**src/hw/rtl/fbba_pkg.sv**
```systemverilog
package fbba_pkg;

  // Capacity of the bitmap and its word organization
  localparam int unsigned MAX_BLOCKS  = 4096;
  localparam int unsigned WORD_BITS   = 32;
  localparam int unsigned WORD_COUNT  = (MAX_BLOCKS + WORD_BITS - 1) / WORD_BITS;
  localparam int unsigned WORD_IDX_W  = (WORD_COUNT > 1) ? $clog2(WORD_COUNT) : 1;
  localparam int unsigned BIT_IDX_W   = $clog2(WORD_BITS);
  localparam int unsigned BLKN_W      = WORD_IDX_W + BIT_IDX_W;
  localparam int unsigned CNT_W       = $clog2(MAX_BLOCKS + 1);

  // Fixed field widths of the request, the result and the register
  localparam int unsigned FUNC_W      = 2;
  localparam int unsigned BLK_IN_W    = 12;
  localparam int unsigned FREE_W      = 12;
  localparam int unsigned STAT_W      = 2;
  localparam int unsigned CFG_W       = 13;
  localparam logic [CFG_W-1:0] CFG_RESET = CFG_W'(4096);

  // Width that holds the register, the capacity and a block index
  localparam int unsigned CMP_W0 = (CFG_W > CNT_W) ? CFG_W : CNT_W;
  localparam int unsigned CMP_W  = (CMP_W0 > BLK_IN_W) ? CMP_W0 : BLK_IN_W;

  typedef enum logic [FUNC_W-1:0] {
    FUNC_TEST = 2'd0,
    FUNC_USE  = 2'd1,
    FUNC_FREE = 2'd2,
    FUNC_FIND = 2'd3
  } func_e;

  localparam logic [STAT_W-1:0] STAT_OK    = 2'd0;
  localparam logic [STAT_W-1:0] STAT_NONE  = 2'd1;
  localparam logic [STAT_W-1:0] STAT_RANGE = 2'd2;

  typedef enum logic [1:0] {
    RES_RANGE = 2'd0,
    RES_NONE  = 2'd1,
    RES_WORD  = 2'd2
  } res_sel_e;

  typedef struct packed {
    func_e                func;
    logic [BLK_IN_W-1:0]  blk_num;
  } req_t;

  typedef struct packed {
    logic                 in_use;
    logic [FREE_W-1:0]    free_index;
    logic [STAT_W-1:0]    status;
  } rsp_t;

  // Controller to datapath
  typedef struct packed {
    logic     capture;    // latch the request
    logic     rd_issue;   // first bitmap read of a request
    logic     scan_next;  // read the next word of a find
    logic     load;       // load the result register
    res_sel_e res_sel;
  } cmd_t;

  // Datapath to controller
  typedef struct packed {
    logic is_find;
    logic count_zero;
    logic out_of_range;
    logic hit;        // current word holds a free block in range
    logic last_word;  // current word reaches the end of the count
  } stat_t;

endpackage

```
**src/hw/rtl/fbba_ctrl.sv**
```systemverilog
module fbba_ctrl (
  input  logic           clk_i,
  input  logic           rst_ni,
  input  logic           start,
  output logic           busy,
  output logic           result_valid_o,
  output fbba_pkg::cmd_t cmd_o,
  input  fbba_pkg::stat_t stat_i
);
  import fbba_pkg::*;

  typedef enum logic [3:0] {
    ST_IDLE  = 4'b0001,
    ST_CHECK = 4'b0010,
    ST_EVAL  = 4'b0100,
    ST_DONE  = 4'b1000
  } state_e;

  state_e state_q, state_d;

  always_comb begin
    state_d       = state_q;
    cmd_o         = '0;
    cmd_o.res_sel = RES_WORD;
    unique case (state_q)
      ST_IDLE: begin
        if (start) begin
          cmd_o.capture = 1'b1;
          state_d       = ST_CHECK;
        end
      end
      ST_CHECK: begin
        if (stat_i.is_find && stat_i.count_zero) begin
          cmd_o.load    = 1'b1;
          cmd_o.res_sel = RES_NONE;
          state_d       = ST_DONE;
        end else if (!stat_i.is_find && stat_i.out_of_range) begin
          cmd_o.load    = 1'b1;
          cmd_o.res_sel = RES_RANGE;
          state_d       = ST_DONE;
        end else begin
          cmd_o.rd_issue = 1'b1;
          state_d        = ST_EVAL;
        end
      end
      ST_EVAL: begin
        if (!stat_i.is_find || stat_i.hit) begin
          cmd_o.load    = 1'b1;
          cmd_o.res_sel = RES_WORD;
          state_d       = ST_DONE;
        end else if (stat_i.last_word) begin
          cmd_o.load    = 1'b1;
          cmd_o.res_sel = RES_NONE;
          state_d       = ST_DONE;
        end else begin
          cmd_o.scan_next = 1'b1;
        end
      end
      ST_DONE: begin
        state_d = ST_IDLE;
      end
      default: begin
        state_d = ST_IDLE;
      end
    endcase
  end

  always_ff @(posedge clk_i or negedge rst_ni) begin
    if (!rst_ni) begin
      state_q <= ST_IDLE;
    end else begin
      state_q <= state_d;
    end
  end

  assign busy           = (state_q != ST_IDLE);
  assign result_valid_o = (state_q == ST_DONE);

endmodule

```
**src/hw/rtl/fbba_dpath.sv**
```systemverilog
module fbba_dpath (
  input  logic                        clk_i,
  input  logic                        rst_ni,
  input  logic                        cfg_we_i,
  input  logic [fbba_pkg::CFG_W-1:0]  cfg_wdata_i,
  input  fbba_pkg::req_t              req_i,
  input  fbba_pkg::cmd_t              cmd_i,
  output fbba_pkg::stat_t             stat_o,
  output fbba_pkg::rsp_t              rsp_o
);
  import fbba_pkg::*;

  // Bitmap storage: one row per word, a row valid bit stands in for reset
  logic [WORD_BITS-1:0]  mem [WORD_COUNT];
  logic [WORD_COUNT-1:0] row_vld_q;
  logic [WORD_BITS-1:0]  rd_data_q;
  logic                  rd_vld_q;

  logic [CFG_W-1:0]      cfg_q;
  req_t                  req_q;
  logic [WORD_IDX_W-1:0] scan_q, scan_d;
  rsp_t                  res_q, res_d;

  logic [CMP_W-1:0]      cfg_ext, cnt, blk_ext;
  logic [WORD_IDX_W-1:0] req_word;
  logic [BIT_IDX_W-1:0]  req_bit;
  logic                  rd_en;
  logic [WORD_IDX_W-1:0] rd_addr;
  logic [WORD_BITS-1:0]  word;
  logic [CMP_W-1:0]      base, limit;
  logic [WORD_BITS-1:0]  mask, free_bits;
  logic [BIT_IDX_W-1:0]  enc;
  logic [BLKN_W-1:0]     found_blk;
  logic                  wr_en;
  logic [WORD_BITS-1:0]  wr_data;
  logic                  is_mark;

  // Effective count: register limited to capacity
  assign cfg_ext  = CMP_W'(cfg_q);
  assign cnt      = (cfg_ext > CMP_W'(MAX_BLOCKS)) ? CMP_W'(MAX_BLOCKS) : cfg_ext;
  assign blk_ext  = CMP_W'(req_q.blk_num);
  assign req_word = WORD_IDX_W'(req_q.blk_num >> BIT_IDX_W);
  assign req_bit  = req_q.blk_num[BIT_IDX_W-1:0];
  assign is_mark  = (req_q.func == FUNC_USE) || (req_q.func == FUNC_FREE);

  // Read address: the request's word, the first word of a scan, or the next one
  assign rd_en   = cmd_i.rd_issue || cmd_i.scan_next;
  always_comb begin
    scan_d  = scan_q;
    rd_addr = scan_q + 1'b1;
    if (cmd_i.rd_issue) begin
      scan_d  = '0;
      rd_addr = (req_q.func == FUNC_FIND) ? '0 : req_word;
    end else if (cmd_i.scan_next) begin
      scan_d  = scan_q + 1'b1;
    end
  end

  // A row never written reads as all free
  assign word = rd_vld_q ? rd_data_q : '0;

  // Scan: keep only bits below the count, pick the lowest free one
  assign base  = CMP_W'({scan_q, {BIT_IDX_W{1'b0}}});
  assign limit = cnt - base;

  always_comb begin
    for (int i = 0; i < WORD_BITS; i++) begin
      mask[i] = (CMP_W'(i) < limit);
    end
  end

  assign free_bits = ~word & mask;

  always_comb begin
    enc = '0;
    for (int i = WORD_BITS - 1; i >= 0; i--) begin
      if (free_bits[i]) begin
        enc = BIT_IDX_W'(i);
      end
    end
  end

  assign found_blk = {scan_q, enc};

  // Mark used or free: read-modify-write of the request's row
  always_comb begin
    wr_data          = word;
    wr_data[req_bit] = (req_q.func == FUNC_USE);
  end
  assign wr_en = cmd_i.load && (cmd_i.res_sel == RES_WORD) && is_mark;

  always_ff @(posedge clk_i) begin
    if (wr_en) begin
      mem[req_word] <= wr_data;
    end
    if (rd_en) begin
      rd_data_q <= mem[rd_addr];
    end
  end

  always_ff @(posedge clk_i or negedge rst_ni) begin
    if (!rst_ni) begin
      row_vld_q <= '0;
      rd_vld_q  <= 1'b0;
      cfg_q     <= CFG_RESET;
    end else begin
      if (wr_en) begin
        row_vld_q[req_word] <= 1'b1;
      end
      if (rd_en) begin
        rd_vld_q <= row_vld_q[rd_addr];
      end
      if (cfg_we_i) begin
        cfg_q <= cfg_wdata_i;
      end
    end
  end

  // Result: clear every field, then fill in what the outcome calls for
  always_comb begin
    res_d = res_q;
    if (cmd_i.load) begin
      res_d = '0;
      unique case (cmd_i.res_sel)
        RES_RANGE: res_d.status = STAT_RANGE;
        RES_NONE:  res_d.status = STAT_NONE;
        RES_WORD: begin
          res_d.status = STAT_OK;
          if (req_q.func == FUNC_TEST) begin
            res_d.in_use = word[req_bit];
          end
          if (req_q.func == FUNC_FIND) begin
            res_d.free_index = FREE_W'(found_blk);
          end
        end
        default: res_d.status = STAT_NONE;
      endcase
    end
  end

  // Request, scan pointer and result: payload, no reset
  always_ff @(posedge clk_i) begin
    if (cmd_i.capture) begin
      req_q <= req_i;
    end
    scan_q <= scan_d;
    res_q  <= res_d;
  end

  assign stat_o.is_find      = (req_q.func == FUNC_FIND);
  assign stat_o.count_zero   = (cnt == '0);
  assign stat_o.out_of_range = (blk_ext >= cnt);
  assign stat_o.hit          = |free_bits;
  assign stat_o.last_word    = (limit <= CMP_W'(WORD_BITS));

  assign rsp_o = res_q;

endmodule

```
**src/hw/rtl/free_block_bitmap_allocator.sv**
```systemverilog
// Channel  | Handshake                  | Payload            | Notes
// ---------+----------------------------+--------------------+----------------------------
// request  | start / busy               | req_i (req_t)      | taken when start & !busy
// result   | result_valid_o             | rsp_o (rsp_t)      | one-cycle strobe, no stall
// config   | cfg_we_i                   | cfg_wdata_i        | managed_blocks, write only
//
// Sequence: test, mark used and mark free go from the accepting edge through the check and
// evaluate states to the done state, which puts the result beat out; the next request can
// go in the cycle after the beat. An out-of-range index, or a find with a count of zero,
// goes from check straight to done. A find stays in evaluate while it scans the bitmap words
// (1 to 128), since the single read port of the bitmap memory delivers one word per cycle.
// Reset: one valid flop per bitmap row clears at once; busy holds until the beat is out.
module free_block_bitmap_allocator (
  input  logic                       clk_i,
  input  logic                       rst_ni,
  // Request channel
  input  logic                       start,
  output logic                       busy,
  input  fbba_pkg::req_t             req_i,
  // Result channel
  output logic                       result_valid_o,
  output fbba_pkg::rsp_t             rsp_o,
  // Configuration: managed_blocks
  input  logic                       cfg_we_i,
  input  logic [fbba_pkg::CFG_W-1:0] cfg_wdata_i
);
  import fbba_pkg::*;

  cmd_t  cmd;
  stat_t stat;

  // Sequencer: accept, range check, scan one word per beat, present the result
  fbba_ctrl u_ctrl (
    .clk_i          (clk_i),
    .rst_ni         (rst_ni),
    .start          (start),
    .busy           (busy),
    .result_valid_o (result_valid_o),
    .cmd_o          (cmd),
    .stat_i         (stat)
  );

  // Bitmap memory, count register, word search and result register
  fbba_dpath u_dpath (
    .clk_i       (clk_i),
    .rst_ni      (rst_ni),
    .cfg_we_i    (cfg_we_i),
    .cfg_wdata_i (cfg_wdata_i),
    .req_i       (req_i),
    .cmd_i       (cmd),
    .stat_o      (stat),
    .rsp_o       (rsp_o)
  );

endmodule

```
**config.mk**
```make
export PLATFORM = sky130hd
export DESIGN_NAME = free_block_bitmap_allocator
export DESIGN_NICKNAME = d
export VERILOG_FILES = /design/src/hw/rtl/fbba_pkg.sv /design/src/hw/rtl/fbba_ctrl.sv /design/src/hw/rtl/fbba_dpath.sv /design/src/hw/rtl/free_block_bitmap_allocator.sv
export SDC_FILE = /design/constraint.sdc
export NUM_CORES = 2
export LEC_CHECK = 0
export BUFFER_PORTS_ARGS = -buffer_cell sky130_fd_sc_hd__buf_4
export CORE_ASPECT_RATIO = 1.25
export CORE_MARGIN = 3
export CORE_UTILIZATION = 44
export DETAILED_ROUTE_END_ITERATION = 8
export PLACE_DENSITY = 0.56
export SLEW_MARGIN = 10
export SYNTH_ARGS = -nofsm -noshare
export SYNTH_HDL_FRONTEND = slang
export SYNTH_SLANG_ARGS = --single-unit
```
**constraint.sdc**
```tcl
create_clock -name clk_i -period 19.75 [get_ports clk_i]
set_clock_uncertainty 0.2 [all_clocks]
set_input_delay 5.925 -clock clk_i [delete_from_list [all_inputs] [get_ports clk_i]]
set_output_delay 5.925 -clock clk_i [all_outputs]
set_load 0.1 [all_outputs]
```
* Word-level counts from Yosys, hierarchy flattened
Memories as Yosys holds them, arrays and structs flattened. A register that Yosys moved wholly into a read port is not among the register bits.
Cells that the tools add are included.
** Storage, ports and cells
- Bits in registers :: 182
- Memory bits (writable) :: 4096
- Bits of input ports :: 31
- Output and inout port bits :: 17
- Logic and storage cells :: 162
- Memories :: 1
** Memory list
- u_dpath.mem :: words 128, width 32, rd ports 1, clocked after memory_dff 1, write ports 1, line fbba_dpath.sv:14 : logic [WORD_BITS-1:0] mem [WORD_COUNT];
** Cells by class
- $add $sub $neg :: 2
- $lt $le $gt $ge :: 40
- Eq/ne operators :: 11
- Muxes and demuxes :: 66
- Bitwise gates (word level) :: 5
- Reduce and logical (&&, ||, !) cells :: 22
** Operators by type and width (count)
- less-than comparator 5 x 13 -> 1 bit (first input constant) :: 16
- bitwise OR 128 bit :: 1
- less-than comparator 4 x 13 -> 1 bit (first input constant) :: 8
- two-way mux 5 bit :: 16
- less-than comparator 3 x 13 -> 1 bit (first input constant) :: 4
- two-way mux 4 bit :: 13
- AND 32 bit :: 1
- bitwise mux 32 bit :: 1
- two-way mux 32 bit :: 1
- NOT 32 bit :: 1
- OR reduction 32 bit :: 1
- less-than comparator 1 x 13 -> 1 bit (first input constant) :: 2
- less-than comparator 2 x 13 -> 1 bit (first input constant) :: 2
- two-way mux 3 bit :: 8
- OR reduction 18 bit :: 1
- less-than comparator 7 x 8 -> 1 bit (second input constant) :: 2
- two-way mux 1 bit :: 15
- two-way mux 7 bit :: 2
- greater-or-equal comparator 12 x 13 -> 1 bit :: 1
- > comparator 13 bit (second input constant) :: 1
- less-or-equal comparator 13 x 6 -> 1 bit (second input constant) :: 1
- zero test 13 bit :: 1
- two-way mux 13 bit :: 1
- subtractor 13 x 12 -> 13 bit :: 1
- 31 further kinds :: 45

* Longest topological paths before layout
- Word-level depth :: 36
- Gate-level depth with buffers :: 22
- Depth with buffers taken out :: 14

* Hierarchy
From an unflattened synthesis, not the netlist that was laid out.
** Second synthesis, totals
- Cell total of the unflattened synthesis :: 13477
- Area total of the unflattened synthesis :: 173770.4 µm²
** By module, submodules not included
- fbba_dpath :: times used 1, cells an instance 13452, area each 173492.6 µm², sequential area each 128524.5 µm²
- fbba_ctrl :: times used 1, cells an instance 25, area each 277.8 µm², sequential area each 101.3 µm²

* Worst setup path after synthesis
OpenSTA, ideal clock, no wires.
- Path kind :: flip-flop to output port
- Start point :: register u_ctrl.state_q[1]
- End point :: output result_valid_o
- Arrival :: 3520 ps
- Required time :: 13625 ps
- Path slack :: 10105 ps
- Cell stages (with the launch flop) :: 2
- Buffers on the path :: 0
- Cell sequence :: dfrtp_1 -> nor4b_1
** On the way
- Word-level cells in the longest chain between the ends :: 1
** RTL lines
- start: declaration :: line fbba_ctrl.sv:19 : state_e state_q, state_d;
- start signal: assignment :: line fbba_ctrl.sv:72 : state_q <= state_d;
- == test 4 bit :: line fbba_ctrl.sv:77 : assign result_valid_o = (state_q == ST_DONE);
- end: declaration :: line free_block_bitmap_allocator.sv:21 : output logic result_valid_o,
No other way between the ends.

* Final worst setup path
- Start point :: register u_dpath.cfg_q[12] (netlist: u_dpath.cfg_ext[12])
- End point :: register u_dpath.rd_data_q[6] (read register of u_dpath.mem) (data pin)
** On the way
- Word-level cells in the longest chain between the ends :: 10
- Elaborated cells between the ends (all ways) :: 51
- Classes of those cells :: 1 x add/sub; 35 x order compare; 8 x mux; 1 x bitwise; 6 x reduce/logical
** RTL lines
- start: declaration :: line fbba_dpath.sv:19 : logic [CFG_W-1:0] cfg_q;
- start signal: assignment :: line fbba_dpath.sv:114 : cfg_q <= cfg_wdata_i;
- > comparator 13 bit :: line fbba_dpath.sv:40 : assign cnt = (cfg_ext > CMP_W'(MAX_BLOCKS)) ? CMP_W'(MAX_BLOCKS) : cfg_ext;
- two-way mux 13 bit (*) :: line fbba_dpath.sv:40
- subtractor 13 x 12 -> 13 bit :: line fbba_dpath.sv:64 : assign limit = cnt - base;
- less-than comparator 1 x 13 -> 1 bit (tied with other cells) :: line fbba_dpath.sv:68 : mask[i] = (CMP_W'(i) < limit);
- AND 32 bit :: line fbba_dpath.sv:72 : assign free_bits = ~word & mask;
- OR reduction 32 bit :: line fbba_dpath.sv:153 : assign stat_o.hit = |free_bits;
- logical OR 1 bit :: line fbba_ctrl.sv:47 : if (!stat_i.is_find || stat_i.hit) begin
- two-way mux 1 bit :: line fbba_ctrl.sv:47
- two-way mux 1 bit :: line fbba_ctrl.sv:25 : unique case (state_q)
- logical OR 1 bit :: line fbba_dpath.sv:47 : assign rd_en = cmd_i.rd_issue || cmd_i.scan_next;
- end: declaration :: line fbba_dpath.sv:16 : logic [WORD_BITS-1:0] rd_data_q;
Every way passes the cells marked *; elsewhere a longest branch is shown, timed or not.
A chain may end at the register's enable or synchronous reset.

==> metrics.md <==
| Metric | Value |
|---|---|
| RSZ-0062 raised after global routing | false |
| Fin util | around 50% |
| I/O pin count | 48 |
| GRT Residual Overflow | 0 |
| Crit Path Max Fanout | a little under 80 |
| Crit path cell chain | nor2b_1, clkinv_1, ha_1, nand3_1, or4_1, and3_1, a211oi_1, a311o_2, buf_4, buf_4, buf_12, buf_4, mux4_2, nand2_1, a31oi_1, nand4_1, nand3_1 |
| Final ANT Viol Nets | 0 |
| Vias | approximately 88000 |
| WP buf/inv | 5 |
| Outcome | finished, final reports clean |
| CTS H-tree depth | 5 |
| GP Congestion | 0.869 |
| Sink Count | between 4000 and 5000 |
| Layout area overhead | 13.2% |
| Area share of the largest cell type after synthesis | 74.2% |
| Tightest Pin Transition | between 1 and 1.5 ns |
| Die H | 698 um |
| Max_cap viols | 0 |
| Root buffer cell | clkbuf_16 |
| Sw Pwr | a little under 9 mW |
| CTS tree | done |
| Drt via density | 6.12 |
| Global-route wire length before repair | just over 700 mm |
| Clock-pin slew on the worst setup and hold paths | 0.06 ns |
| Netlist cell types | between 80 and 90 |
| CP Data Required Time | about 20 ns |
| Sequential area share after synthesis | roughly three quarters |
| Max-slew violation count | 0 |
| Synth async-reset ratio | 3.39% |
| Drt initial violations | approximately 11000 |
| Part of the power in combinational logic | roughly 26% |
| Worst hold margin | 0.258 ns |
| Largest net degree at the start of global routing | 126 |
| Worst setup EP type | register |
| Final period utilization | a little under half |
| Worst Hold Class | reg2reg |
| Worst slew margin | between 10% and 20% |
| Clock Latency Late Sink | 1.07 ns |
| Number of global-route vias before repair | ~90000 |
| Post-Syn Area | between 150000 and 200000 um^2 |
| Top cells by area, synth | edfxtp_1 (74%), mux4_2 (14%), nand2_1 (2.5%) |
| Drt first pass iters | 6 |
| Site Rows | between 200 and 300 |
| Finished Cell Area | 191000 um^2 |
| Pleak | between 60 and 70 nW |
| Number of nets in the layout | between 8000 and 9000 |
| Most frequent CP cell | buf_4 |
| # DRC | 0 |
| Mapped Nets | 8692 |
| Critical path's slowest cell | a311o_2 |
| Post-synth EDFFs | a little over 4000 |
| DP Worst Slack | around 11 ns |
| Switching share of power | around 34% |
| Routed wire length per instance | ~36 um |
| Initial Utilization | between 40% and 50% |
| Worst EP arrival | just under 10 ns |
| Synth Instances | about 8600 |
| Die Area | between 300000 and 400000 um^2 |
| Port bufs | 47 |
| Crit start category | register |
| Worst path max stage delay | between 0.8 and 0.9 ns |
| Placed inst area | ~180000 um^2 |
| #FFs+latches synth | approximately 4300 |
| WS Path Type | reg2reg |
| Fin worst setup slack | approximately 11 ns |
| Detail Placement HPWL | 293 mm |
| Synth warn | 0 |
| Final setup fails | 0 |
| Delay-heaviest family, CP | buffers and inverters |
| GRT Util Overall | 26.2% |
| Hold buffer count at cts | 0 |
| Clock power frac | between 30% and 40% |
| CTS Buf Count | ~420 |
| Post-CTS Setup Inserts | 0 |
| Final WL | a little over 500 mm |
| Hold Vio Cnt, Final | 0 |
| Largest area contributor in the netlist | edfxtp_1 |
| Antenna violations before repair | 44 |
| Syn avg cell area | 19.5 um^2 |
| Pwr dens | roughly 130 nW/um^2 |
| Chip Width | roughly 560 um |
| Final Critical Period | roughly 9.1 ns |
| Layout cells sized above 1 | around a quarter |
| Core area | around 380000 um^2 |
| CTS resizes | 0 |
| Worst-case clock buffer depth | 4 |
| Max VDD drop | 0.136 mV |
| Fmax | 110 MHz |
| Post-synth top flop | edfxtp_1 |
| Final TNS setup | 0 ns |
| Sequential group share of total power | roughly 44% |
| Internal | 16.9 mW |
routing by layer:
layer  track usage (%)  part of all wire (%)  routed length, um
met1              35.0                    39             201000
met2              42.8                    49             252000
met3              4.52                   7.5              38900
met4              11.2                   5.0              25900
met5                 0                 0.018                 91
cells by family (layout without fill, tap and decap cells):
logic type	count (synthesis)	after routing	share of synthesized area [%]
fa+ha+maj	24	24	0.183
other cells	0	15	0
mux	1084	1084	14.3
flops	4310	4310	76.4
xor+xnor	14	14	0.0728
compound gates	315	315	1.30
simple gates	2377	2377	6.44
buf+inv	513	1147	1.31
final timing paths:
path / start / to / slack [ns] / cells past startpoint
setup / recovery: u_dpath.cfg_ext[12]$_DFFE_PN1P_ / u_dpath.rd_data_q[6]$_DFFE_PP_ / 10.69 / 17
hold / removal: u_dpath.row_vld_q[75]$_DFFE_PN0P_ / u_dpath.row_vld_q[75]$_DFFE_PN0P_ / 0.26 / 1
setup reg to reg: u_dpath.cfg_ext[12]$_DFFE_PN1P_ / u_dpath.rd_data_q[6]$_DFFE_PP_ / 10.69 / 17
hold reg to reg: u_dpath.row_vld_q[75]$_DFFE_PN0P_ / u_dpath.row_vld_q[75]$_DFFE_PN0P_ / 0.26 / 1
max in group asynchronous: rst_ni / u_dpath.row_vld_q[6]$_DFFE_PN0P_ / 13.55 / 2
min in group asynchronous: rst_ni / u_dpath.row_vld_q[46]$_DFFE_PN0P_ / 4.56 / 1
worst register-to-register path: cells and delay by family, from the launching register on:
| family | cells | cell delay [ns] |
|---|---|---|
| muxes | 1 | 0.40 |
| DFF | 1 | 0.53 |
| AOI/OAI and AO/OA | 3 | 1.51 |
| buffers and inverters | 5 | 3.31 |
| adders and majority gates | 1 | 0.41 |
| and+or+nand+nor | 7 | 2.51 |
cell type report:
type / instances / area (um^2)
repair buffers: 363 / 2970
multi-input cells: 3814 / 39100
flip-flops and latches: 4310 / 129000
well taps: 5100 / 6380
clock inverters: 236 / 2410
fillers: 30840 / 190000
inverters: 26 / 97.6
diodes: 15 / 37.5
clock buffers: 522 / 10900
sequential cells by signal, indices dropped and copies added (netlist names):
register           count
u_dpath.scan_q         7
u_dpath.mem         4096
u_dpath.rd_vld_q       1
u_dpath.rd_data_q     32
u_ctrl.state_q         4
u_dpath.rsp_o         15
u_dpath.row_vld_q    128
u_dpath.req_q          2
u_dpath.cfg_ext       13
u_dpath.blk_ext       12
metrics by stage:
stage	power, mW	cells
2_1_floorplan	14.7	8637
3_3_place_gp	17.9	13608
3_5_place_dp	18.0	13610
4_1_cts	25.8	14368
5_1_grt	26.4	14375
6_report	25.6	14386
synth_stat cells (all sizes together), types with 8 or more instances:
cell,count
a21oi,55
a22oi,8
a31oi,76
and3,46
buf,192
clkbuf,295
dfrtp,144
edfxtp,4157
ha,23
inv,25
mux2,17
mux2i,15
mux4,1052
nand2,1143
nand2b,17
nand3,666
nand4,47
nor2,201
nor2b,17
nor3,33
nor3b,11
o211a,34
o21ai,55
o31ai,16
or2,146
xnor2,13
power by group through the flow:
stage | combinational [mW] | clock [mW] | sequential, mW
after floorplan | 3.07 | 0 | 11.6
after global placement | 6.54 | 0 | 11.3
after detailed placement | 6.64 | 0 | 11.3
after CTS | 6.64 | 8.02 | 11.1
after global routing | 6.87 | 8.37 | 11.1
final | 6.61 | 7.89 | 11.1
placed cells by master (no fill, tap or decap), types with 51 or more instances in the layout:
master     count
nor2_4       130
clkinv_1      96
clkinv_2      60
edfxtp_1    4157
clkbuf_16    420
nor2_1        69
or2_1         98
a31oi_1       51
nand2_1     1143
clkbuf_1      98
dfrtp_1      143
buf_4        342
nand3_1      666
mux4_2      1052
Power figures use the tool's default switching activity.
